`config.mk`:
```
export PLATFORM = sky130hd
export DESIGN_NAME = rau_sub
export DESIGN_NICKNAME = d
export VERILOG_FILES = /design/src/rau_pkg.sv /design/src/rau_sub.sv
export SDC_FILE = /design/constraint.sdc
export NUM_CORES = 1
export LEC_CHECK = 0
export ABC_CLOCK_PERIOD_IN_PS = 11700
export BUFFER_PORTS_ARGS = -buffer_cell sky130_fd_sc_hd__buf_4
export CORE_MARGIN = 10
export CORE_UTILIZATION = 45
export DETAILED_ROUTE_END_ITERATION = 16
export PLACE_DENSITY_LB_ADDON = 0.2
export SETUP_SLACK_MARGIN = 0.5
export SYNTH_ARGS = -nofsm -noshare
export SYNTH_HDL_FRONTEND = slang
export SYNTH_SLANG_ARGS = --single-unit
export TNS_END_PERCENT = 20
```
`constraint.sdc`:
```
create_clock -name vclk -period 11.7
set_input_delay 2.34 -clock vclk [all_inputs]
set_output_delay 2.34 -clock vclk [all_outputs]
set_load 0.01 [all_outputs]
```
`src/rau_pkg.sv`:
```
// ----------------------------------------------------------------------------
// rau_pkg
// Shared types and constants of the rational arithmetic unit.
// ----------------------------------------------------------------------------
package rau_pkg;

  localparam int OPW   = 32;
  localparam int MAG_W = 64;
  localparam int ALU_W = MAG_W + 1;
  localparam int CNT_W = $clog2(MAG_W);

  typedef enum logic [2:0] {
    ACT_ADD = 3'd0,
    ACT_SUB = 3'd1,
    ACT_MUL = 3'd2,
    ACT_DIV = 3'd3,
    ACT_CMP = 3'd4
  } action_t;

  typedef enum logic [10:0] {
    ST_IDLE  = 11'b00000000001,
    ST_MUL0  = 11'b00000000010,
    ST_MUL1  = 11'b00000000100,
    ST_MUL2  = 11'b00000001000,
    ST_PREP  = 11'b00000010000,
    ST_GINIT = 11'b00000100000,
    ST_GEVEN = 11'b00001000000,
    ST_GLOOP = 11'b00010000000,
    ST_DIVN  = 11'b00100000000,
    ST_DIVD  = 11'b01000000000,
    ST_FIN   = 11'b10000000000
  } state_t;

  localparam logic [1:0] CMP_GT = 2'b01;
  localparam logic [1:0] CMP_LT = 2'b11;
  localparam logic [1:0] CMP_EQ = 2'b00;

endpackage

```
`src/rau_sub.sv`:
```
// ----------------------------------------------------------------------------
// rau_sub
// Shared subtractor used by the gcd loop and the restoring divider.
// ----------------------------------------------------------------------------
module rau_sub (
  input  logic [rau_pkg::ALU_W-1:0] x,
  input  logic [rau_pkg::ALU_W-1:0] y,
  output logic [rau_pkg::ALU_W-1:0] diff,
  output logic                      ge
);
  import rau_pkg::*;

  logic [ALU_W:0] full;

  assign full = {1'b0, x} - {1'b0, y};
  assign diff = full[ALU_W-1:0];
  assign ge   = ~full[ALU_W];

endmodule

```
==> impl_metrics.env, run 1 <==
export IMPL_status="completed"
export IMPL_hp_class="primary input to primary output"
export IMPL_grt_pass1_vias=5280
export IMPL_place_gp_congestion=0.891
export IMPL_wl_per_cell_um=16.2
export IMPL_most_common_layout_cells="buf_4 (196), inv_1 (87), a21oi_1 (79)"
export IMPL_port_buffers=196
export IMPL_num_rows=35
export IMPL_cp_required_ns=9.36
export IMPL_yosysTopAreaCell="ha_1"
export IMPL_post_cts_resized=0
export IMPL_p_int_uw=182
export IMPL_grt_first_pass_wirelength_um=24400
export IMPL_num_clock_buffers=0
export IMPL_power_frac_comb_pct=100.0
export IMPL_ir_drop_uv=33.6
export IMPL_crit_path_start_kind="primary input"
export IMPL_io_pins=196
export IMPL_power_frac_clock_pct=0
export IMPL_layout_commonest_cell="buf_4"
export IMPL_seq_area_um2=0
export IMPL_synthesis_nets=849
export IMPL_fin_crit_sh_pct=64.2
export IMPL_antenna_found_initial=0
export IMPL_yosys_warnings=0
export IMPL_synth_top_family_by_area="compound AO/OA/AOI/OAI gates"
export IMPL_drive_gt1_share_pct=27.0
export IMPL_synthMuxAreaShare_pct=0
export IMPL_via_per_inst=5.56
export IMPL_yosysSeqAreaShare_pct=0
export IMPL_dp_hpwl_um=13400
export IMPL_final_setup_viol_count=0
export IMPL_synth_compound_area_share_pct=34.1
export IMPL_path_max_fanout=5
export IMPL_critPathCaptureType="primary output"
export IMPL_dp_cells=930
export IMPL_antennaDiodeCount=0
export IMPL_core_area_um2=9150
export IMPL_rsz0062_at_grt="no"
export IMPL_syn2layout_area_growth_pct=34.4
export IMPL_power_leakage_uw=0.00286
export IMPL_tns_ns=0
export IMPL_grt_max_degree=12
export IMPL_die_w_um=117
export IMPL_synthSimpleGateAreaFrac_pct=22.1
export IMPL_final_core_util_pct=61.7
export IMPL_cts_hold_buffers=0
export IMPL_drtIter0Drc=271
export IMPL_netlist_instances=653
export IMPL_arrival_ns=5.17
export IMPL_synth_xor_area_share_pct=12.3
export IMPL_ys_top_cells_by_area="ha_1 (19%), a21oi_1 (9.4%), xnor2_1 (8.3%), inv_1 (7.8%), nand2_1 (6.1%)"
export IMPL_antenna_left=0
export IMPL_die_area_um2=13600
export IMPL_crit_type="primary input to primary output"
export IMPL_layoutNonFillerInstCount=930
export IMPL_p_seq_share_pct=0
export IMPL_total_power_uw=386
export IMPL_drt_wl_total_um=15000
export IMPL_syn_avg_cell_area_um2=6.44
export IMPL_relSlewSlack_pct=56.6
export IMPL_overflow=0
export IMPL_synth_top_area_share_pct=19.3
export IMPL_drv_cap=0
export IMPL_switching_share_pct=52.9
export IMPL_final_min_clock_period_ns=7.51
export IMPL_syn_cell_area_um2=4210
export IMPL_grtUsageTotal_pct=20.7
export IMPL_nFlopsAndLatches=0
export IMPL_post_cts_buffers=0
export IMPL_synth_fa_ha_area_share_pct=19.8
export IMPL_p_per_area_nw_per_um2=68.4
export IMPL_switching_power_uw=204
export IMPL_initial_core_util_pct=46.0
export IMPL_tightest_slew_ns=0.648
export IMPL_dr_pass1_iters=5
export IMPL_fmax_mhz=133
export IMPL_die_y_um=117
export IMPL_slew_violations=0
export IMPL_hold_violations=0
export IMPL_num_vias=5172
export IMPL_drc=0
export IMPL_nets=1017
export IMPL_synthDistinctLibCells=62
[layout make-up]
| cell class | instances | area, µm² |
|---|---|---|
| Inverter | 87 | 327 |
| Tap cell | 111 | 139 |
| Timing Repair Buffer | 196 | 1470 |
| Fill cell | 865 | 3500 |
| Multi-Input combinational cell | 536 | 3710 |
[power groups by stage]
stage / Clock (µW) / Combinational, µW / Sequential, µW
detailed placement: 0 / 387 / 0
finish: 0 / 386 / 0
floorplan: 0 / 228 / 0
global placement: 0 / 384 / 0
CTS: 0 / 388 / 0
global route: 0 / 425 / 0
[through the flow]
step | cell area [µm²] | setup WS [ns] | hold WS (ns)
finish | 5650 | 4.19 | 5.04
global route | 5650 | 3.99 | 5.07
CTS | 5650 | 4.16 | 5.04
detailed placement | 5650 | 4.17 | 5.04
global placement | 5650 | 4.27 | 5.04
floorplan | 4210 | 4.70 | 4.84
[synth_stat cells, types with 12 or more instances]
cell and number:
nor2_1 43, ha_1 65, a21o_1 12, xnor2_1 40, o21ai_1 13, xor2_1 19, o21bai_1 13, buf_2 12
o21ai_0 37, nand2_1 68, nand4_1 28, inv_1 87, clkbuf_1 13, nor3_1 13, a21oi_1 79
[critical path: stages]
cell     delay [ns]
buf_4          0.08
inv_1          0.03
ha_1           0.35
a21o_1         0.21
a31o_1         0.22
o21ai_1        0.14
o21ai_1        0.15
a31oi_1        0.58
o21a_1         0.32
o21ai_1        0.14
nor3b_1        0.16
nor3_1         0.27
buf_4          0.18
[cells by family (layout without fill, tap and decap cells)]
family / Yosys count / after routing
buffers and inverters: 117 / 283
and+or+nand+nor: 194 / 194
xor gates and xnor gates: 59 / 59
adders and majority gates: 66 / 66
AOI/OAI and AO/OA: 217 / 217
[final timing paths]
kind	depth (start not counted)	startpoint	to	slack [ns]
min	4	y[0]	diff[0]	5.04
max	13	y[4]	diff[59]	4.19
[metal layers]
metal,up-vias,track usage (%),wire (µm)
met5,-,0,0
met4,0,2.31,176
met3,18,4.47,1250
met2,184,37.2,7290
met1,2339,25.3,6320
li1,2631,-,-
Power figures use the tool's default switching activity.
==> run 2: changes to the inputs <==
- ABC_CLOCK_PERIOD_IN_PS: 11700 -> 6600
- clock period: 11.7 -> 6.6 ns (I/O delays scaled with it)
==> run 2 against run 1 <==
Compared with the run above:
- utilization did not move
- highest routed layer unchanged
- routed wire length rose by 0.52%
- first-iteration DRC count fell by 7.0%
- via count barely moved
- critical endpoint unchanged
- die area did not move
- sequential cell count did not move
- global-route usage fell by 0.16 points
==> impl_metrics.env, run 2 (synthesis results as in run 1) <==
export IMPL_die_y_um=117
export IMPL_io_pins=196
export IMPL_slew_violations=0
export IMPL_cp_top_family="compound AO/OA/AOI/OAI gates"
export IMPL_final_min_clock_period_ns=5.50
export IMPL_drt_wl_total_um=15100
export IMPL_seq_area_um2=0
export IMPL_cts_hold_buffers=0
export IMPL_most_common_layout_cells="buf_4 (196), inv_1 (87), a21oi_1 (79)"
export IMPL_fmax_mhz=182
export IMPL_num_rows=35
export IMPL_drtIter0Drc=252
export IMPL_worstPathCellList="buf_4 -> inv_1 -> ha_1 -> a21oi_1 -> o21ai_0 -> a21oi_1 -> o211ai_1 -> a31oi_1 -> o21a_1 -> o21ai_1 -> nor3b_1 -> nor3_1 -> buf_4"
export IMPL_crit_buf_inv=3
export IMPL_crit_path_start_kind="primary input"
export IMPL_layout_commonest_cell="buf_4"
export IMPL_die_w_um=117
export IMPL_syn2layout_area_growth_pct=34.4
export IMPL_grt_pass1_vias=5274
export IMPL_post_cts_resized=0
export IMPL_num_clock_buffers=0
export IMPL_status="completed"
export IMPL_hold_violations=0
export IMPL_grt_first_pass_wirelength_um=24100
export IMPL_grtUsageTotal_pct=20.6
export IMPL_grt_max_degree=12
export IMPL_cp_required_ns=5.28
export IMPL_power_leakage_uw=0.00286
export IMPL_wl_per_cell_um=16.2
export IMPL_crit_type="primary input to primary output"
export IMPL_crit_path_max_incr_delay_ns=0.51
export IMPL_drc=0
export IMPL_fillers=856
export IMPL_drv_cap=0
export IMPL_num_vias=5173
export IMPL_nFlopsAndLatches=0
export IMPL_arrival_ns=4.18
export IMPL_relSlewSlack_pct=56.6
export IMPL_dp_hpwl_um=13400
export IMPL_antenna_found_initial=0
export IMPL_core_area_um2=9150
export IMPL_cp_slowest_cell="a31oi_1"
export IMPL_die_area_um2=13600
export IMPL_port_buffers=196
export IMPL_post_cts_buffers=0
export IMPL_dr_pass1_iters=5
export IMPL_antenna_left=0
export IMPL_overflow=0
export IMPL_rsz0062_at_grt="no"
export IMPL_critPathCaptureType="primary output"
export IMPL_nets=1017
export IMPL_path_max_fanout=7
export IMPL_p_per_area_nw_per_um2=121
export IMPL_tns_ns=0
export IMPL_hp_class="primary input to primary output"
export IMPL_via_per_inst=5.56
export IMPL_ir_drop_uv=61.0
export IMPL_drive_gt1_share_pct=27.0
export IMPL_final_core_util_pct=61.7
export IMPL_fin_crit_sh_pct=83.3
export IMPL_place_gp_congestion=0.891
export IMPL_tightest_slew_ns=0.648
export IMPL_initial_core_util_pct=46.0
export IMPL_final_setup_viol_count=0
export IMPL_antennaDiodeCount=0
## run 2: cell counts in the layout (fill, tap and decap cells not counted)
Identical to the previous run, type by type.
## run 2: stage by stage
stage	power, µW	std cells	hold slack (ns)	setup WS [ns]	instance area, µm²
3_3_place_gp	681	930	3.00	1.21	5650
2_1_floorplan	404	653	2.80	1.64	4210
6_report	686	930	3.00	1.10	5650
5_1_grt	753	930	3.03	0.921	5650
3_5_place_dp	685	930	3.00	1.12	5650
4_1_cts	688	930	3.00	1.11	5650
## run 2: where the power goes
part / switching [µW] / leakage, µW / internal (µW)
sequential: 0 / 0 / 0
combinational: 363 / 0.00286 / 323
clock: 0 / 0 / 0
## run 2: tightest hold or removal path, cell delays in order
cell and delay [ns]:
buf_4 0.08, ha_1 0.11, inv_1 0.03, buf_4 0.13
## run 2: layout make-up
type | instances | area, µm² | share of cell area [%]
multi-input combinational | 536 | 3710 | 65.7
tap | 111 | 139 | 2.46
inverter | 87 | 327 | 5.78
timing repair buffer | 196 | 1470 | 26.0
## run 2: final timing paths
check | from | end | slack, ns | cells past startpoint
min | y[0] | diff[0] | 3.00 | 4
max | y[16] | diff[59] | 1.10 | 13
## run 2: metal layers
metal | share of wire, % | global-route usage, % | wire (µm)
met3 | 8.6 | 3.75 | 1300
met2 | 49 | 37.1 | 7360
met4 | 1.0 | 2.39 | 153
met5 | 0 | 0 | 0
met1 | 42 | 25.3 | 6300
==> run 3: changes to the inputs <==
- ABC_CLOCK_PERIOD_IN_PS: 6600 -> 4590
- clock period: 6.6 -> 4.59 ns (I/O delays scaled with it)
==> run 3 against run 2 <==
Compared with the run above:
- utilization up 8.2 points
- sequential cell count unchanged
- power up 64%
- cell count up 4.6%
- via count up 5.9%
- critical path depth up 3
- count of clock-buffer cells in the layout unchanged
- final area up 13%
- highest routed layer unchanged
==> impl_metrics.env, run 3 (synthesis results as in run 1) <==
export IMPL_status="completed"
export IMPL_num_clock_buffers=0
export IMPL_initial_core_util_pct=46.0
export IMPL_dp_hpwl_um=13700
export IMPL_worstHoldStart="y[0]"
export IMPL_rsz0062_at_grt="yes"
export IMPL_drtIter0Drc=425
export IMPL_place_gp_congestion=0.942
export IMPL_postLayoutCellArea_um2=6400
export IMPL_die_area_um2=13600
export IMPL_wl_per_cell_um=17.6
export IMPL_final_min_clock_period_ns=4.46
export IMPL_syn2layout_area_growth_pct=52.1
export IMPL_grtUsageTotal_pct=21.4
export IMPL_die_w_um=117
export IMPL_cp_required_ns=3.67
export IMPL_overflow=0
export IMPL_fillers=778
export IMPL_power_leakage_uw=0.00309
export IMPL_core_area_um2=9150
export IMPL_port_buffers=196
export IMPL_antennaDiodeCount=0
export IMPL_drt_wl_total_um=17100
export IMPL_antenna_found_initial=0
export IMPL_pre_cts_ws_ns=0.0332
export IMPL_hp_class="primary input to primary output"
export IMPL_grt_pass1_vias=5374
export IMPL_io_pins=196
export IMPL_fin_crit_sh_pct=97.1
export IMPL_num_vias=5477
export IMPL_most_common_layout_cells="buf_4 (235), inv_1 (80), a21oi_1 (68)"
export IMPL_via_per_inst=5.63
export IMPL_layout_commonest_cell="buf_4"
export IMPL_hold_slack_ns=2.20
export IMPL_num_rows=35
export IMPL_critPathCaptureType="primary output"
export IMPL_slew_violations=0
export IMPL_grt_max_degree=12
export IMPL_dr_pass1_iters=5
export IMPL_drc=0
export IMPL_startpoint="x[0]"
export IMPL_relSlewSlack_pct=67.0
export IMPL_grt_first_pass_wirelength_um=24800
export IMPL_setup_slack_ns=0.133
export IMPL_drive_gt1_share_pct=38.7
export IMPL_p_per_area_nw_per_um2=176
export IMPL_crit_path_start_kind="primary input"
export IMPL_seq_area_um2=0
export IMPL_path_max_fanout=3
export IMPL_tightest_slew_ns=0.491
export IMPL_arrival_ns=3.54
export IMPL_placed_cell_area_um2=5750
export IMPL_drv_cap=0
export IMPL_nets=1060
export IMPL_cts_hold_buffers=0
export IMPL_antenna_left=0
export IMPL_ir_drop_uv=101
export IMPL_crit_type="primary input to primary output"
export IMPL_fmax_mhz=224
export IMPL_final_setup_viol_count=0
export IMPL_hold_violations=0
export IMPL_nFlopsAndLatches=0
export IMPL_die_y_um=117
[run 3: what timing repair did]
item                       CTS  global route
pin swaps                   30            40
gates resized for setup     27            69
setup endpoints to repair   43            41
buffers inserted            12            21
hold endpoints to repair     0             0
[run 3: power by group]
| group | internal (µW) | switching [µW] |
|---|---|---|
| sequential | 0 | 0 |
| combinational | 543 | 583 |
| clock | 0 | 0 |
| total | 543 | 583 |
[run 3: final timing paths]
kind / endpoint / slack [ns] / depth (start not counted)
worst max-delay path: diff[34] / 0.13 / 16
worst min-delay path: diff[0] / 2.20 / 4
[run 3: area by class of cell]
| class | count | area, µm² | share of cell area, % |
|---|---|---|---|
| multi-input cells | 536 | 4100 | 64.1 |
| inverters | 87 | 342 | 5.34 |
| repair buffers | 239 | 1820 | 28.4 |
| well taps | 111 | 139 | 2.17 |
[run 3: routing by layer]
| metal | vias up | wire (µm) | global-route usage [%] |
|---|---|---|---|
| met5 | - | 0 | 0 |
| met2 | 236 | 8690 | 40.5 |
| li1 | 2719 | - | - |
| met4 | 0 | 132 | 1.65 |
| met3 | 14 | 1420 | 4.01 |
| met1 | 2508 | 6850 | 25.0 |
[run 3: stage by stage]
stage / instances / power, µW / TNS (ns) / util (%)
finish: 973 / 1130 / 0 / 69.9
global route: 973 / 1210 / -0.00288 / 69.9
CTS: 952 / 1040 / 0 / 65.3
detailed placement: 940 / 1000 / 0 / 62.9
global placement: 940 / 996 / 0 / 62.9
floorplan: 653 / 583 / 0 / -
[run 3: worst max-delay path, stage by stage]
cell      delay (ns)
buf_12          0.11
inv_12          0.04
ha_4            0.12
inv_2           0.03
fa_2            0.34
a21o_1          0.22
a221oi_4        0.40
nor4_4          0.08
o31ai_4         0.32
buf_4           0.17
nor3_1          0.04
nor2_1          0.17
nor3_1          0.06
or2_1           0.22
xor2_1          0.14
buf_4           0.15
